===== src/hw/rtl/sktc_pkg.sv =====
`timescale 1ns / 1ps

package sktc_pkg;

  localparam int MAX_TOKEN_LEN = 64;
  localparam int LEN_W = 7;
  localparam int CLASS_W = 5;
  localparam int PREFIX_DEPTH = 6;
  localparam int NUM_WORDS = 18;

  localparam logic [7:0] SPACE_CHAR = 8'h20;
  localparam logic [7:0] NUL_CHAR = 8'h00;

  localparam logic [CLASS_W-1:0] CLASS_UNKNOWN = 5'd18;

  typedef logic [8*PREFIX_DEPTH-1:0] prefix_t;

  typedef struct packed {
    logic [CLASS_W-1:0] token_class;
    logic [LEN_W-1:0]   token_length;
    logic               overflowed;
    logic               ends_string;
  } result_t;

  // first byte in the top bits, padded with zero bytes
  function automatic prefix_t word_text(input logic [CLASS_W-1:0] idx);
    prefix_t t;
    case (idx)
      5'd0:    t = "select";
      5'd1:    t = {"from", 16'h0};
      5'd2:    t = {"where", 8'h0};
      5'd3:    t = {"and", 24'h0};
      5'd4:    t = {"or", 32'h0};
      5'd5:    t = {"is", 32'h0};
      5'd6:    t = {"in", 32'h0};
      5'd7:    t = {"not", 24'h0};
      5'd8:    t = {"null", 16'h0};
      5'd9:    t = {"=", 40'h0};
      5'd10:   t = {"!=", 32'h0};
      5'd11:   t = {">", 40'h0};
      5'd12:   t = {"<", 40'h0};
      5'd13:   t = {">=", 32'h0};
      5'd14:   t = {"<=", 32'h0};
      5'd15:   t = {",", 40'h0};
      5'd16:   t = {";", 40'h0};
      5'd17:   t = {"*", 40'h0};
      default: t = '0;
    endcase
    return t;
  endfunction

  function automatic logic [LEN_W-1:0] word_len(input logic [CLASS_W-1:0] idx);
    logic [LEN_W-1:0] n;
    case (idx)
      5'd0:                      n = 7'd6;
      5'd2:                      n = 7'd5;
      5'd1, 5'd8:                n = 7'd4;
      5'd3, 5'd7:                n = 7'd3;
      5'd4, 5'd5, 5'd6, 5'd10,
      5'd13, 5'd14:              n = 7'd2;
      5'd9, 5'd11, 5'd12, 5'd15,
      5'd16, 5'd17:              n = 7'd1;
      default:                   n = 7'd0;
    endcase
    return n;
  endfunction

endpackage


===== src/hw/rtl/sktc_token_unit.sv =====
`timescale 1ns / 1ps

module sktc_token_unit import sktc_pkg::*; (
  input  logic       clk,
  input  logic       rst,
  input  logic       advance,
  input  logic [7:0] char_byte,
  output logic       result_valid,
  output result_t    result
);

  logic [7:0]       prefix [PREFIX_DEPTH];
  logic [LEN_W-1:0] count;
  logic             overflow;

  logic             is_sep;
  prefix_t          prefix_packed;
  logic [CLASS_W-1:0] match_class;

  assign is_sep = (char_byte == SPACE_CHAR) || (char_byte == NUL_CHAR);

  always_comb begin
    for (int i = 0; i < PREFIX_DEPTH; i++) begin
      prefix_packed[8*(PREFIX_DEPTH-1-i) +: 8] = prefix[i];
    end
  end

  // bytes past the count are held at zero, so a full-width compare suffices
  always_comb begin
    match_class = CLASS_UNKNOWN;
    for (int i = NUM_WORDS - 1; i >= 0; i--) begin
      if (count == word_len(CLASS_W'(i)) && prefix_packed == word_text(CLASS_W'(i))) begin
        match_class = CLASS_W'(i);
      end
    end
  end

  assign result_valid = advance && is_sep && (count != '0);

  always_comb begin
    result.token_class  = overflow ? CLASS_UNKNOWN : match_class;
    result.token_length = count;
    result.overflowed   = overflow;
    result.ends_string  = (char_byte == NUL_CHAR);
  end

  always_ff @(posedge clk) begin
    if (rst) begin
      count    <= '0;
      overflow <= 1'b0;
      for (int i = 0; i < PREFIX_DEPTH; i++) begin
        prefix[i] <= '0;
      end
    end else if (advance) begin
      if (is_sep) begin
        count    <= '0;
        overflow <= 1'b0;
        for (int i = 0; i < PREFIX_DEPTH; i++) begin
          prefix[i] <= '0;
        end
      end else if (count >= LEN_W'(MAX_TOKEN_LEN)) begin
        overflow <= 1'b1;
      end else begin
        if (count < LEN_W'(PREFIX_DEPTH)) begin
          prefix[count[2:0]] <= char_byte;
        end
        count <= count + 1'b1;
      end
    end
  end

  a_count_bound: assert property (@(posedge clk) disable iff (rst)
    count <= LEN_W'(MAX_TOKEN_LEN))
    else $error("token count beyond buffer size");

  a_overflow_full: assert property (@(posedge clk) disable iff (rst)
    overflow |-> (count == LEN_W'(MAX_TOKEN_LEN)))
    else $error("overflow set with buffer not full");

  a_sep_clears: assert property (@(posedge clk) disable iff (rst)
    (advance && is_sep) |=> (count == '0 && !overflow))
    else $error("token state not cleared after separator");

endmodule


===== src/hw/rtl/sktc_out_buf.sv =====
`timescale 1ns / 1ps

module sktc_out_buf import sktc_pkg::*; (
  input  logic    clk,
  input  logic    rst,
  input  logic    in_valid,
  input  result_t in_data,
  output logic    in_ready,
  output logic    out_valid,
  input  logic    out_ready,
  output result_t out_data
);

  logic    main_valid;
  logic    skid_valid;
  result_t main;
  result_t skid;

  assign in_ready  = !skid_valid;
  assign out_valid = main_valid;
  assign out_data  = main;

  always_ff @(posedge clk) begin
    if (rst) begin
      main_valid <= 1'b0;
      skid_valid <= 1'b0;
    end else if (skid_valid) begin
      if (out_ready) begin
        main       <= skid;
        skid_valid <= 1'b0;
      end
    end else if (in_valid) begin
      if (!main_valid || out_ready) begin
        main       <= in_data;
        main_valid <= 1'b1;
      end else begin
        skid       <= in_data;
        skid_valid <= 1'b1;
      end
    end else if (out_ready) begin
      main_valid <= 1'b0;
    end
  end

  a_skid_behind_main: assert property (@(posedge clk) disable iff (rst)
    skid_valid |-> main_valid)
    else $error("skid entry held with empty output register");

  a_no_write_when_full: assert property (@(posedge clk) disable iff (rst)
    in_valid |-> !skid_valid)
    else $error("result offered while buffer full");

endmodule


===== src/hw/rtl/sql_keyword_token_classifier_core.sv =====
`timescale 1ns / 1ps

// byte-stream token classifier: one statement byte per request on the slave side, space
// separates tokens, NUL ends the string; each non-empty token gives one result request
// carrying its class (9 keywords, 9 operator or punctuation tokens, or unknown), its
// length saturated at 64, an overflow flag and, on tlast, whether NUL ended it. one byte
// is taken every cycle while the output buffer has room: the byte is registered, matched
// in a single pass against the 18-entry word table via a six-byte prefix buffer, and the
// result lands in a two-entry output buffer; the byte register and the output register
// lie between the byte that ends the token and its result. the output buffer keeps its
// ready registered and stalls the input only once both of its entries are held.

module sql_keyword_token_classifier_core import sktc_pkg::*; (
  input  logic        clk,
  input  logic        rst,
  input  logic        s_axis_tvalid,
  output logic        s_axis_tready,
  input  logic [7:0]  s_axis_tdata,   // char_in
  output logic        m_axis_tvalid,
  input  logic        m_axis_tready,
  output logic [15:0] m_axis_tdata,   // token_class, token_length, overflowed, zero pad
  output logic        m_axis_tlast    // ends_string
);

  logic       in_valid;
  logic [7:0] in_byte;
  logic       advance;
  logic       buf_ready;
  logic       res_valid;
  result_t    res;
  result_t    out_res;

  assign advance       = in_valid && buf_ready;
  assign s_axis_tready = !in_valid || advance;

  always_ff @(posedge clk) begin
    if (rst) begin
      in_valid <= 1'b0;
    end else if (s_axis_tvalid && s_axis_tready) begin
      in_valid <= 1'b1;
      in_byte  <= s_axis_tdata;
    end else if (advance) begin
      in_valid <= 1'b0;
    end
  end

  sktc_token_unit u_token (
    .clk          (clk),
    .rst          (rst),
    .advance      (advance),
    .char_byte    (in_byte),
    .result_valid (res_valid),
    .result       (res)
  );

  sktc_out_buf u_out (
    .clk       (clk),
    .rst       (rst),
    .in_valid  (res_valid),
    .in_data   (res),
    .in_ready  (buf_ready),
    .out_valid (m_axis_tvalid),
    .out_ready (m_axis_tready),
    .out_data  (out_res)
  );

  assign m_axis_tdata = {3'b000, out_res.overflowed, out_res.token_length,
                         out_res.token_class};
  assign m_axis_tlast = out_res.ends_string;

endmodule


===== config.mk =====
export PLATFORM = sky130hd
export DESIGN_NAME = sql_keyword_token_classifier_core
export DESIGN_NICKNAME = d
export VERILOG_FILES = /design/src/hw/rtl/sktc_pkg.sv /design/src/hw/rtl/sktc_token_unit.sv /design/src/hw/rtl/sktc_out_buf.sv /design/src/hw/rtl/sql_keyword_token_classifier_core.sv
export SDC_FILE = /design/constraint.sdc
export NUM_CORES = 1
export LEC_CHECK = 0
export BUFFER_PORTS_ARGS = -buffer_cell sky130_fd_sc_hd__buf_2
export CAP_MARGIN = 0
export CORE_ASPECT_RATIO = 0.75
export CORE_UTILIZATION = 35
export CTS_BUF_LIST = sky130_fd_sc_hd__clkbuf_2 sky130_fd_sc_hd__clkbuf_4 sky130_fd_sc_hd__clkbuf_8
export CTS_CLUSTER_DIAMETER = 200
export DETAILED_ROUTE_END_ITERATION = 10
export PLACE_DENSITY = 0.56
export REMOVE_ABC_BUFFERS = 1
export SETUP_SLACK_MARGIN = 0.2
export SLEW_MARGIN = 10
export SYNTH_ARGS = -nofsm -noshare
export SYNTH_HDL_FRONTEND = slang
export SYNTH_HIERARCHICAL = 1
export SYNTH_SLANG_ARGS = --single-unit

===== constraint.sdc =====
create_clock -name clk -period 3.22 [get_ports clk]
set_input_delay 0.644 -clock clk [delete_from_list [all_inputs] [get_ports clk]]
set_output_delay 0.644 -clock clk [all_outputs]
set_load 0.01 [all_outputs]

==> summary.txt <==
Job
  • Max-cap violations: 0

Synth
  • Asr flop ratio synth: 0
  • Netlist cell types: 63
  • Sequential cell area fraction in the yosys report: 0.5920
  • Top-count cell post-synth: edfxtp_1
  • Post-Syn Instances: 372
  • Avg Cell Area, Syn: 12.45 um^2
  • #FFs+latches synth: 95
  • Syn Std Cell Area: 4633 um^2
  • Yosys warns: 6
  • Top FF cell, synth: edfxtp_1
  • Yosys top cell area share: 0.5444
  • Synth cell count leaders: edfxtp_1 (84), and2_1 (49), nor2_1 (30), nand2_1 (21), nor3_1 (15)
  • Top cells by area, synth: edfxtp_1 (54%), and2_1 (6.6%), dfxtp_1 (4.8%)
  • Synth area leader: edfxtp_1
  • Number of synthesized flops with an enable pin: 84

Clocking
  • TritonCTS Buffers: 9
  • CTS Root Cell: clkbuf_8
  • Clock Latency Late Sink: 0.36 ns
  • CTS sink cnt: 95
  • Max Root-Sink Buffers: 2
  • Clock H-tree levels: 3
  • Cts hold-fix bufs: 0
  • Post-CTS Setup Inserts: 0
  • Clock transition at the registers of the reported paths: 0.10 ns
  • CTS tree: done
  • # resized after CTS: 0

Finish
  • Number of diodes: 0
  • Fillers: 1217
  • Cell area after layout: 5165 um^2
  • Layout cells sized above 1: 0.2110
  • Area growth, synth to finish: 11.48%
  • Final net count: approximately 430

Setup path
  • Required time worst endpoint: between 3 and 4 ns
  • Worst path slowest cell: nor4_4
  • Crit path capture type: flip-flop
  • RR Startpoint: u_token/prefix[4][3]
  • Critical-path cell list: nor4_2 -> nand4_1 -> nor4_4 -> nand2_2 -> o31a_1 -> a41o_1 -> mux2_2
  • Worst Setup SP: u_token/prefix[4][3]
  • Worst R2R Setup Slack: 0.42 ns
  • Worst path bufs/invs: 0
  • Worst Setup Start Kind: flip-flop
  • Crit-path leading delay family: simple AND/OR/NAND/NOR gates
  • Max incr delay on CP: 0.51 ns
  • Max FO, Critical Path: 6
  • FF-to-FF path depth: 7
  • Worst EP arrival: 2.91 ns
  • CP Class: reg -> reg
  • Crit path depth: 7

Floorplan
  • Row cnt: 36
  • Core Box Area: 12930 um^2
  • Die Y: 101.6 um
  • Starting Density: 0.3584
  • Ports: 31
  • Die Width: 134.9 um
  • Die area: 13710 um^2

Pwr
  • Combinational power share: 0.043
  • Switching Share: 0.2370
  • PwrDens: roughly 430 nW/um^2
  • Maximum resistive drop on vdd: about 0.00021 V
  • Sequential power share: 0.630
  • P_leak: 1.774 nW
  • Clock power frac: 0.327
  • Psw: 0.5312 mW
  • Pint: 1.711 mW

Routing
  • Drt total wl: 10.27 mm
  • Post-route antenna net violation count: 0
  • First-pass DRT Iterations: 5
  • DR iter-0 viols: between 200 and 250
  • Drc violations: 0
  • DR vias/cell: 5.323
  • Vias: approximately 3100
  • DR WL/cell: ~17 um

STA
  • Fin crit share: 0.8696
  • Max Clk Rate: 357.1 MHz
  • Final Hold Vio Count: 0
  • Number of setup violations in the final report: 0
  • Max-slew violation count: 0
  • Setup TNS: 0 ns
  • Relative slew margins: 0.5421
  • Slew @ Worst Pin: 0.6839 ns
  • Final Worst Setup Slack: 0.4200 ns
  • Final min period: 2.800 ns
  • RSZ-0062 raised after global routing: false
  • Fin Clk Skew: about 0.012 ns

Place
  • Pre-CTS setup slack: about 0.47 ns
  • Cell area after placement: ~5000 um^2
  • IO buf count: 27
  • GPL Wtd Cong: 0.8652
  • HPWL after detailed placement: 7.372 mm

GRT
  • Total track usage: 0.1579
  • Gr ovfl total: 0
  • Initial antenna violation count: 0
  • Vias in the first global route: 2816
  • Largest net degree at the start of global routing: 19
  • Global-route wire length before repair: 16.14 mm

Min path
  • Worst Hold Launch: s_axis_tdata[5]
  • Hold WC Path Type: in -> reg
  • Worst hold path cell count: 1

Run status
  • Status: complete, no violations
[power by group through the flow]
stage                     sequential [mW]  combinational (mW)  clock (mW)
after detailed placement             1.44              0.0950           0
final                                1.41              0.0954       0.734
after global routing                 1.42               0.105       0.798
after global placement               1.44              0.0926           0
after floorplan                      1.42              0.0603           0
after CTS                            1.41              0.0954       0.757
[cells in the final DEF (no fill, tap or decap), drive strengths merged, types with 3 or more instances in the layout]
cell type  instances
a21oi              7
and2              51
and3               5
and4               4
buf               37
clkbuf            11
conb               3
dfxtp             11
edfxtp            84
ha                 4
inv               11
mux2              14
nand2             22
nand2b             9
nand3             12
nand3b             4
nand4              9
nand4b             7
nor2              30
nor2b              3
nor3              15
nor4              14
o21ai              6
xnor2              3
xor2               3
[state kept, by name (all words and copies together) (netlist names), 7 cells and up]
signal          flops
u_token/count       7
u_token/prefix     48
u_out/skid         14
in_byte             8
u_out/out_data     14
[cells by family after synthesis]
logic type	count (synthesis)	share of synthesized area
AO/OA/AOI/OAI	30	0.04807
XOR/XNOR	6	0.01134
adder cells (fa/ha/maj)	4	0.01080
buffers and inverters	19	0.02512
flip-flops	95	0.5920
multiplexers	15	0.04186
other	1	0.0008094
AND/OR/NAND/NOR	202	0.2701
[worst register-to-register path, stage by stage, from the launching register on]
cell and delay, ns:
edfxtp_1 0.42, nor4_2 0.42, nand4_1 0.28, nor4_4 0.51
nand2_2 0.08, o31a_1 0.34, a41o_1 0.26, mux2_2 0.25
[layout make-up]
type,count,area [um^2],share of cell area
clock buffers,11,138.9,0.02689
inverters,9,36.28,0.007025
clock inverters,5,41.29,0.007994
well taps,171,214.0,0.04142
repair buffers,37,210.2,0.04070
multi-input cells,260,1782,0.3450
flip-flops and latches,95,2743,0.5310
[stage by stage]
step | std cells | total power [mW] | hold slack (ns) | util
2_1_floorplan | 364 | 1.480 | 0.4954 | -
3_3_place_gp | 572 | 1.532 | 0.4891 | 0.3856
3_5_place_dp | 572 | 1.535 | 0.4949 | 0.3856
4_1_cts | 588 | 2.265 | 0.4329 | 0.3995
5_1_grt | 588 | 2.321 | 0.4214 | 0.3995
6_report | 588 | 2.242 | 0.4494 | 0.3995
[final timing paths]
check	endpoint
worst max-delay path	u_out/out_data[13]
worst min register to register	u_out/skid_valid
worst min-delay path	in_byte[5]
worst max register to register	u_out/out_data[13]
[layer usage]
metal	routed length [um]	global-route usage	vias to the layer above
met4	48	0.03371	0
met2	4300	0.2213	102
met3	537	0.03854	4
li1	-	-	1469
met1	5381	0.2428	1555
met5	0	0	-
Power figures use the tool's default switching activity.
